===== config.mk =====
export PLATFORM = sky130hd
export DESIGN_NAME = imu_sample_accumulate_average_top
export DESIGN_NICKNAME = d
export VERILOG_FILES = /design/src/imu_acc_pkg.sv /design/src/imu_sample_accumulate_average_top.sv
export SDC_FILE = /design/constraint.sdc
export NUM_CORES = 2
export LEC_CHECK = 0
export CORE_MARGIN = 2
export CORE_UTILIZATION = 40
export CTS_CLUSTER_SIZE = 40
export DETAILED_ROUTE_END_ITERATION = 7
export DONT_BUFFER_PORTS = 1
export MAX_ROUTING_LAYER = met4
export PLACE_DENSITY_LB_ADDON = 0.3
export RECOVER_POWER = 100
export SKIP_LAST_GASP = 1
export SLEW_MARGIN = 5
export SYNTH_ARGS = -nofsm -noshare
export SYNTH_HDL_FRONTEND = slang
export SYNTH_SLANG_ARGS = --single-unit

===== constraint.sdc =====
create_clock -name clock -period 30.4 [get_ports clock]
set_input_delay 6.08 -clock clock [delete_from_list [all_inputs] [get_ports clock]]
set_output_delay 6.08 -clock clock [all_outputs]
set_load 0.005 [all_outputs]

===== src/imu_acc_pkg.sv =====
// Package for the IMU sample accumulator: stream payload layouts, register indexes,
// bus outcome codes, state encoding and the axis orientation table.
// No dependencies; used by imu_sample_accumulate_average_top.
package imu_acc_pkg;

   localparam int FRAC_BITS_DEFAULT = 8;
   localparam int SUM_W = 32;
   localparam int RAW_W = 16;
   localparam int CNT_W = 16;
   localparam int AVG_W = 24;
   localparam int TIME_W = 32;
   localparam int NUM_CH = 6;
   localparam int REQ_DATA_W = 144;
   localparam int RSP_DATA_W = 200;
   localparam int CSR_ADDR_W = 2;
   localparam int CSR_DATA_W = 16;

   localparam logic [CSR_ADDR_W-1:0] CSR_MIN_INTERVAL = 2'd0;
   localparam logic [CSR_ADDR_W-1:0] CSR_SAMPLE_PERIOD = 2'd1;
   localparam logic [CSR_ADDR_W-1:0] CSR_ORIENTATION = 2'd2;

   localparam logic [15:0] MIN_INTERVAL_RESET = 16'd20000;
   localparam logic [15:0] SAMPLE_PERIOD_RESET = 16'd20000;

   localparam logic [1:0] BUS_OK = 2'd0;
   localparam logic [1:0] BUS_DATA_FAIL = 2'd2;
   localparam int STATUS_READY_BIT = 0;

   localparam logic REQ_SAMPLE = 1'b0;
   localparam logic REQ_FETCH = 1'b1;

   // Channel indexes of the stored sums.
   localparam logic [2:0] CH_AX = 3'd0;
   localparam logic [2:0] CH_AY = 3'd1;
   localparam logic [2:0] CH_AZ = 3'd2;
   localparam logic [2:0] CH_GX = 3'd3;
   localparam logic [2:0] CH_GY = 3'd4;
   localparam logic [2:0] CH_GZ = 3'd5;

   typedef enum logic [4:0] {
      ST_IDLE = 5'b00001,
      ST_GATE = 5'b00010,
      ST_ADD  = 5'b00100,
      ST_DIV  = 5'b01000,
      ST_DONE = 5'b10000
   } state_type;

   typedef struct packed {
      logic [5:0]              pad;
      logic signed [RAW_W-1:0] gyro_z_raw;
      logic signed [RAW_W-1:0] gyro_y_raw;
      logic signed [RAW_W-1:0] gyro_x_raw;
      logic signed [RAW_W-1:0] accel_z_raw;
      logic signed [RAW_W-1:0] accel_y_raw;
      logic signed [RAW_W-1:0] accel_x_raw;
      logic [7:0]              status_byte;
      logic [1:0]              bus_outcome;
      logic [TIME_W-1:0]       now_us;
   } req_data_type;

   typedef struct packed {
      logic [6:0]              pad;
      logic [CNT_W-1:0]        samples_used;
      logic [TIME_W-1:0]       elapsed_us;
      logic signed [AVG_W-1:0] accel_z_avg;
      logic signed [AVG_W-1:0] accel_y_avg;
      logic signed [AVG_W-1:0] accel_x_avg;
      logic signed [AVG_W-1:0] gyro_z_avg;
      logic signed [AVG_W-1:0] gyro_y_avg;
      logic signed [AVG_W-1:0] gyro_x_avg;
      logic                    accepted;
   } rsp_data_type;

   // Result slots are gyro X, Y, Z, then accel X, Y, Z.
   function automatic logic [2:0] map_src(input logic [2:0] slot, input logic orient);
      logic [2:0] src;
      src = CH_GX;
      unique case (slot)
         3'd0: src = orient ? CH_GY : CH_GX;
         3'd1: src = orient ? CH_GX : CH_GY;
         3'd2: src = CH_GZ;
         3'd3: src = orient ? CH_AY : CH_AX;
         3'd4: src = orient ? CH_AX : CH_AY;
         3'd5: src = CH_AZ;
         default: src = CH_GX;
      endcase
      return src;
   endfunction

   function automatic logic map_neg(input logic [2:0] slot, input logic orient);
      logic ng;
      ng = 1'b0;
      unique case (slot)
         3'd0, 3'd3: ng = !orient;
         3'd2, 3'd5: ng = 1'b1;
         default: ng = 1'b0;
      endcase
      return ng;
   endfunction

endpackage


===== src/imu_sample_accumulate_average_top.sv =====
// Six-axis IMU sample accumulator with averaging read-out, bit-serial datapath.
// Depends on imu_acc_pkg for payload layouts, codes and the orientation table.
//
// Usage: items enter on the req_ stream. req_tuser selects a sample attempt (0)
// or a fetch of the averages (1). Every item produces exactly one item on the
// rsp_ stream. A sample attempt is rate-gated against the time of the last
// accepted read and, if it passes with a good bus and data-ready status, its six
// readings are added into six 32-bit running sums. A fetch returns the six
// averages in signed fixed point with FRAC_BITS fraction bits plus the elapsed
// time, then clears the sums and the count.
// Flow: a refused or data-less sample goes from accept through the gate state to
// the result register, an accumulated sample also through the add state (the
// sums are added one bit per cycle), a fetch with samples through the divide
// state (six restoring dividers, one quotient bit per cycle each). The block
// works on one item at a time and takes the next once the result is registered.
// The output register frees the block: the next item is accepted while a result
// still waits on rsp_tready; a further result is held back until it is taken.
// Reset is synchronous and active high; it clears the sums and the count, sets
// the registers to their defaults and drops rsp_tvalid. Registers must be written
// through csr_ by the user while no item is in flight; the block does not enforce it.
module imu_sample_accumulate_average_top
   import imu_acc_pkg::*;
#(
   parameter int FRAC_BITS = FRAC_BITS_DEFAULT
) (
   input  logic                  clock,
   input  logic                  reset,
   input  logic                  req_tvalid,
   output logic                  req_tready,
   // now_us, bus_outcome, status_byte, accel_x/y/z_raw, gyro_x/y/z_raw, zero fill
   input  logic [REQ_DATA_W-1:0] req_tdata,
   // req_type
   input  logic                  req_tuser,
   output logic                  rsp_tvalid,
   input  logic                  rsp_tready,
   // accepted, gyro_x/y/z_avg, accel_x/y/z_avg, elapsed_us, samples_used, zero fill
   output logic [RSP_DATA_W-1:0] rsp_tdata,
   input  logic                  csr_we,
   input  logic [CSR_ADDR_W-1:0] csr_addr,
   input  logic [CSR_DATA_W-1:0] csr_wdata
);

   localparam int DVD_W = SUM_W + FRAC_BITS;
   localparam int DCNT_W = $clog2(DVD_W);
   localparam int BCNT_W = $clog2(SUM_W);
   localparam logic [DCNT_W-1:0] DCNT_LAST = DCNT_W'(DVD_W - 1);
   localparam logic [BCNT_W-1:0] BCNT_LAST = BCNT_W'(SUM_W - 1);

   state_type state_ff, state_in;

   logic [15:0] min_interval_ff;
   logic [15:0] sample_period_ff;
   logic        orient_ff;

   logic [SUM_W-1:0]  sums_ff [NUM_CH];
   logic [CNT_W-1:0]  count_ff;
   logic [TIME_W-1:0] last_time_ff;
   logic [TIME_W-1:0] elapsed_ff;

   logic              type_ff;
   logic [TIME_W-1:0] now_ff;
   logic [1:0]        bus_ff;
   logic [7:0]        status_ff;
   logic [RAW_W-1:0]  raw_ff [NUM_CH];
   logic              carry_ff [NUM_CH];
   logic [BCNT_W-1:0] bit_cnt_ff;

   logic [DVD_W-1:0]  dvd_ff [NUM_CH];
   logic [DVD_W-1:0]  quo_ff [NUM_CH];
   logic [CNT_W-1:0]  rem_ff [NUM_CH];
   logic              neg_ff [NUM_CH];
   logic [CNT_W-1:0]  div_n_ff;
   logic [DCNT_W-1:0] div_cnt_ff;

   logic acc_ok_ff;
   logic avg_valid_ff;

   logic         rsp_valid_ff;
   rsp_data_type rsp_data_ff, rsp_data_in;

   req_data_type      req_data;
   logic [TIME_W-1:0] gap;
   logic              gate_ok;
   logic              out_free;
   logic [AVG_W-1:0]  avg [NUM_CH];

   assign req_data = req_data_type'(req_tdata);
   assign req_tready = (state_ff == ST_IDLE);
   assign rsp_tvalid = rsp_valid_ff;
   assign rsp_tdata = RSP_DATA_W'(rsp_data_ff);
   assign out_free = !rsp_valid_ff || rsp_tready;

   assign gap = now_ff - last_time_ff;
   assign gate_ok = (gap >= {16'd0, min_interval_ff})
                 && (bus_ff == BUS_OK || bus_ff == BUS_DATA_FAIL)
                 && status_ff[STATUS_READY_BIT];

   always_comb begin
      state_in = state_ff;
      unique case (state_ff)
         ST_IDLE: begin
            if (req_tvalid) begin
               state_in = ST_GATE;
            end
         end
         ST_GATE: begin
            if (type_ff == REQ_FETCH) begin
               state_in = (count_ff == '0) ? ST_DONE : ST_DIV;
            end else begin
               state_in = (gate_ok && bus_ff == BUS_OK) ? ST_ADD : ST_DONE;
            end
         end
         ST_ADD: begin
            if (bit_cnt_ff == BCNT_LAST) begin
               state_in = ST_DONE;
            end
         end
         ST_DIV: begin
            if (div_cnt_ff == DCNT_LAST) begin
               state_in = ST_DONE;
            end
         end
         ST_DONE: begin
            if (out_free) begin
               state_in = ST_IDLE;
            end
         end
         default: state_in = ST_IDLE;
      endcase
   end

   // Saturate each quotient to the 24-bit signed range and apply its sign.
   always_comb begin
      for (int l = 0; l < NUM_CH; l++) begin
         if (!avg_valid_ff) begin
            avg[l] = '0;
         end else if (neg_ff[l]) begin
            if ((|quo_ff[l][DVD_W-1:AVG_W]) || (quo_ff[l][AVG_W-1] && (|quo_ff[l][AVG_W-2:0])))
            begin
               avg[l] = {1'b1, {(AVG_W-1){1'b0}}};
            end else begin
               avg[l] = -quo_ff[l][AVG_W-1:0];
            end
         end else begin
            if (|quo_ff[l][DVD_W-1:AVG_W-1]) begin
               avg[l] = {1'b0, {(AVG_W-1){1'b1}}};
            end else begin
               avg[l] = quo_ff[l][AVG_W-1:0];
            end
         end
      end
   end

   always_comb begin
      rsp_data_in              = '0;
      rsp_data_in.accepted     = acc_ok_ff;
      rsp_data_in.gyro_x_avg   = avg[0];
      rsp_data_in.gyro_y_avg   = avg[1];
      rsp_data_in.gyro_z_avg   = avg[2];
      rsp_data_in.accel_x_avg  = avg[3];
      rsp_data_in.accel_y_avg  = avg[4];
      rsp_data_in.accel_z_avg  = avg[5];
      rsp_data_in.elapsed_us   = elapsed_ff;
      rsp_data_in.samples_used = avg_valid_ff ? div_n_ff : count_ff;
   end

   always_ff @(posedge clock) begin
      if (reset) begin
         state_ff         <= ST_IDLE;
         min_interval_ff  <= MIN_INTERVAL_RESET;
         sample_period_ff <= SAMPLE_PERIOD_RESET;
         orient_ff        <= 1'b0;
         count_ff         <= '0;
         last_time_ff     <= '0;
         elapsed_ff       <= TIME_W'(1);
         rsp_valid_ff     <= 1'b0;
         acc_ok_ff        <= 1'b0;
         avg_valid_ff     <= 1'b0;
         for (int l = 0; l < NUM_CH; l++) begin
            sums_ff[l] <= '0;
         end
      end else begin
         state_ff <= state_in;

         if (csr_we) begin
            unique case (csr_addr)
               CSR_MIN_INTERVAL:  min_interval_ff <= csr_wdata;
               CSR_SAMPLE_PERIOD: sample_period_ff <= csr_wdata;
               CSR_ORIENTATION:   orient_ff <= csr_wdata[0];
               default: ;
            endcase
         end

         if (state_ff == ST_DONE && out_free) begin
            rsp_valid_ff <= 1'b1;
         end else if (rsp_tready) begin
            rsp_valid_ff <= 1'b0;
         end

         unique case (state_ff)
            ST_IDLE: begin
               avg_valid_ff <= 1'b0;
               acc_ok_ff    <= 1'b0;
            end
            ST_GATE: begin
               if (type_ff == REQ_FETCH) begin
                  if (count_ff != '0) begin
                     acc_ok_ff    <= 1'b1;
                     avg_valid_ff <= 1'b1;
                     elapsed_ff   <= TIME_W'(count_ff) * TIME_W'(sample_period_ff);
                     count_ff     <= '0;
                     for (int l = 0; l < NUM_CH; l++) begin
                        sums_ff[l] <= '0;
                     end
                  end
               end else begin
                  acc_ok_ff <= gate_ok;
                  if (gate_ok) begin
                     last_time_ff <= now_ff;
                  end
               end
            end
            ST_ADD: begin
               for (int l = 0; l < NUM_CH; l++) begin
                  sums_ff[l] <= {sums_ff[l][0] ^ raw_ff[l][0] ^ carry_ff[l],
                                 sums_ff[l][SUM_W-1:1]};
               end
               if (bit_cnt_ff == BCNT_LAST) begin
                  count_ff <= count_ff + CNT_W'(1);
                  if (count_ff == '1) begin
                     for (int l = 0; l < NUM_CH; l++) begin
                        sums_ff[l] <= '0;
                     end
                  end
               end
            end
            default: ;
         endcase
      end
   end

   // Payload and datapath registers.
   always_ff @(posedge clock) begin
      if (state_ff == ST_DONE && out_free) begin
         rsp_data_ff <= rsp_data_in;
      end

      unique case (state_ff)
         ST_IDLE: begin
            if (req_tvalid) begin
               type_ff   <= req_tuser;
               now_ff    <= req_data.now_us;
               bus_ff    <= req_data.bus_outcome;
               status_ff <= req_data.status_byte;
               raw_ff[CH_AX] <= req_data.accel_x_raw;
               raw_ff[CH_AY] <= req_data.accel_y_raw;
               raw_ff[CH_AZ] <= req_data.accel_z_raw;
               raw_ff[CH_GX] <= req_data.gyro_x_raw;
               raw_ff[CH_GY] <= req_data.gyro_y_raw;
               raw_ff[CH_GZ] <= req_data.gyro_z_raw;
            end
         end
         ST_GATE: begin
            bit_cnt_ff <= '0;
            div_cnt_ff <= '0;
            div_n_ff   <= count_ff;
            for (int l = 0; l < NUM_CH; l++) begin
               logic [SUM_W-1:0] src;
               logic             ng;
               src = sums_ff[map_src(3'(l), orient_ff)];
               ng  = map_neg(3'(l), orient_ff);
               carry_ff[l] <= 1'b0;
               neg_ff[l]   <= ng ? (!src[SUM_W-1] && (src != '0)) : src[SUM_W-1];
               dvd_ff[l]   <= DVD_W'(src[SUM_W-1] ? -src : src) << FRAC_BITS;
               rem_ff[l]   <= '0;
               quo_ff[l]   <= '0;
            end
         end
         ST_ADD: begin
            bit_cnt_ff <= bit_cnt_ff + BCNT_W'(1);
            for (int l = 0; l < NUM_CH; l++) begin
               raw_ff[l]   <= {raw_ff[l][RAW_W-1], raw_ff[l][RAW_W-1:1]};
               carry_ff[l] <= (sums_ff[l][0] & raw_ff[l][0])
                            | (sums_ff[l][0] & carry_ff[l])
                            | (raw_ff[l][0] & carry_ff[l]);
            end
         end
         ST_DIV: begin
            div_cnt_ff <= div_cnt_ff + DCNT_W'(1);
            for (int l = 0; l < NUM_CH; l++) begin
               logic [CNT_W:0] trial;
               logic           ge;
               trial = {rem_ff[l], dvd_ff[l][DVD_W-1]};
               ge    = trial >= {1'b0, div_n_ff};
               rem_ff[l] <= ge ? CNT_W'(trial - {1'b0, div_n_ff}) : trial[CNT_W-1:0];
               quo_ff[l] <= {quo_ff[l][DVD_W-2:0], ge};
               dvd_ff[l] <= dvd_ff[l] << 1;
            end
         end
         default: ;
      endcase
   end

endmodule


==> metrics.csv <==
metric;value;unit
syn2layout_area_growth;9.24;%
crit_type;flip-flop to flip-flop;
drv_cap;38;
pwr-share-comb;9.0;%
violations;capacitance limit, slew limit;
finClkSkew;0.0359;ns
overflow;0;
root_buffer;clkbuf_16;
yosysSeqAreaShare;49.3;%
multi_input_area;33000;sq um
switching_share;24.3;%
cts_tree;done;
setup_tns;0;ns
slowest_stage;clkbuf_1;
fp.dieW;425;um
routed_wl;166000;um
grt_max_degree;163;
intPower;0.00310;W
drive_gt1_share;4.35;%
drc;0;
hold_class;flip-flop to flip-flop;
synth-main-ff-cell;edfxtp_1;
p_leak;27.7;nW
syn_area;70900;sq um
seq_area;35000;sq um
power_switching;0.000997;W
seqPwrFrac;48.5;%
fin_util;44.0;%
clock.fmax;57.1;MHz
cp.arrival;17.81;ns
min_period_over_period;57.6;%
p_clk_share;42.4;%
drv_slew;2750;
grt_pass1_vias;47900;
nets;7221;
syn_inst;6734;
io_pins;370;
vias_per_cell;5.43;
ant_nets;0;
synth_top_area_cell;edfxtp_1;
cts_buffer_depth;3;
async_flop_share;0;%
synth_cell_types;96;
port_buffers;0;
start_util;40.3;%
nFillCells;16500;
grt_util_all_layers;18.7;%
antenna_found_initial;12;
row_count;154;
cts_sinks;1205;
synth.most_common_cell;edfxtp_1;
cts_inserted_buffers;139;
path_common_cell;clkbuf_1;
die_area;181000;sq um
clk_latency;0.80;ns
synth_edf_count;1084;
drt-initial-drc-count;3560;
synth_common_cells;edfxtp_1 (1084), nand2_1 (666), and2_1 (574);
timing.max_slew.rel_slack;-507;%
endpoint_kind;flip-flop;
worstMarginPinSlew;9.11;ns
yosys-top-cells-area;edfxtp_1 (46%), fa_1 (5.8%), and2_1 (5.1%);
cts_htree_levels;4;
yosys_warnings;0;
critPathBufInv;4;
die_h;425;um
core;176000;sq um
wl_per_cell;18.4;um
grt_setup_unrepaired;no;
required;30.71;ns
ys_ff_latch;1205;
ctsHoldBuffers;0;
powerDensity;52.9;nW/um^2
place_hpwl;111000;um
outcome;complete, but fails checks;
fin_crit;17.50;ns
critPathLaunchType;flip-flop;
path_cells;nor3_1 -> nand3b_1 -> nand2_1 -> clkbuf_1 -> clkbuf_1 -> clkbuf_1 -> clkbuf_1;
critPathMaxFanout;162;
vias;49100;
avgSynthCellArea;10.5;sq um
cp_top_family;buffers and inverters;
post_cts_buffers;0;
finalSetupViolCount;0;
power;0.00410;W
grt_pass1_wl;264000;um
cts_resized;0;
yosysTopAreaCellShare;45.9;%
firstDrtPassIters;5;
clkTransAtPathRegs;0.06;ns
gp_congestion;0.854;
slowest_delay;6.37;ns
finalHoldViolCount;0;
irDropWorstVdd;0.0534;mV
[cells by family after synthesis]
| kind of cell | synth area share, % |
|---|---|
| xor+xnor | 3.52 |
| flops | 49.3 |
| buf+inv | 4.23 |
| mux | 3.36 |
| other cells | 0.00529 |
| fa+ha+maj | 10.5 |
| simple gates | 17.5 |
| compound gates | 11.6 |
[worst paths after layout]
kind,start,to,slack [ns],depth (start not counted)
worst max-delay path,state_ff[4],quo_ff[0][37],12.90,7
worst min-delay path,elapsed_ff[8],rsp_tdata[153],0.43,0
worst max register to register,state_ff[4],quo_ff[0][37],12.90,7
worst min register to register,elapsed_ff[8],rsp_tdata[153],0.43,0
[worst reg2reg max path, cell delays in order, from the launching register on]
cell	delay, ns
dfxtp_1	0.33
nor3_1	0.30
nand3b_1	0.27
nand2_1	1.46
clkbuf_1	2.51
clkbuf_1	6.39
clkbuf_1	3.33
clkbuf_1	2.40
[power by group through the flow]
stage / sequential [W] / clock (W) / combinational [W]
after global routing: 0.00200 / 0.00185 / 0.000416
after detailed placement: 0.00201 / 0 / 0.000372
final: 0.00199 / 0.00174 / 0.000371
after CTS: 0.00197 / 0.00179 / 0.000373
after floorplan: 0.00203 / 0 / 0.000288
after global placement: 0.00201 / 0 / 0.000364
[metal layers]
layer	vias up	GRT usage (%)	wire (um)
met2	1247	29.3	76700
met3	291	3.23	9120
met1	24000	24.6	75300
met4	0	6.18	5200
li1	23600	-	-
met5	-	-	0
[final cells by class]
cell class / instances / share of cell area, %
Tap cell: 2340 / 3.78
Sequential cell: 1205 / 45.1
Inverter: 419 / 2.03
Timing Repair Buffer: 58 / 0.339
Multi-Input combinational cell: 4759 / 42.6
Antenna cell: 8 / 0.0258
Clock buffer: 167 / 4.77
Clock inverter: 86 / 1.32
[placed cells by master (no fill, tap or decap), types with 26 or more instances in the layout]
cell	synthesis	final
fa_1	207	207
dfxtp_1	121	121
nor3_1	167	167
a21oi_1	333	333
o31ai_1	73	73
a21boi_0	28	33
mux2i_1	211	210
nand3_1	102	101
o41ai_1	27	27
inv_1	417	419
a22o_1	76	76
clkbuf_16	0	143
clkbuf_1	303	67
edfxtp_1	1084	1084
or3_1	61	61
ha_1	264	264
nor2_1	485	485
nor2b_1	95	95
xnor2_1	134	134
a21o_1	46	46
xor2_1	151	151
and2_1	574	270
o21a_1	78	78
nor4_1	62	62
nor3b_1	30	30
nand2b_1	26	26
o21ai_0	343	358
nand2_1	666	666
a211oi_1	56	56
o22ai_1	27	27
and2_0	1	305
a31oi_1	50	50
nand4_1	69	69
[sequential cells by signal, summed over array words and instances, names as in the netlist, 16 cells and up]
register and cells:
rsp_tdata 193, dvd_ff 192, min_interval_ff 16, sample_period_ff 16
raw_ff 96, sums_ff 192, elapsed_ff 32, div_n_ff 16
count_ff 16, last_time_ff 32, rem_ff 96, now_ff 32
quo_ff 240
[per-stage QoR]
stage	std cells	setup WS, ns	cell area (sq um)	hold WS (ns)
after detailed placement	8781	21.17	73000	0.415
after global placement	8781	21.26	73000	0.415
after global routing	9039	10.98	77500	0.444
after CTS	9034	22.01	77800	0.431
after floorplan	6740	14.94	71000	0.400
final	9042	12.90	77500	0.429
No activity file was read; power rests on OpenSTA's default activity.
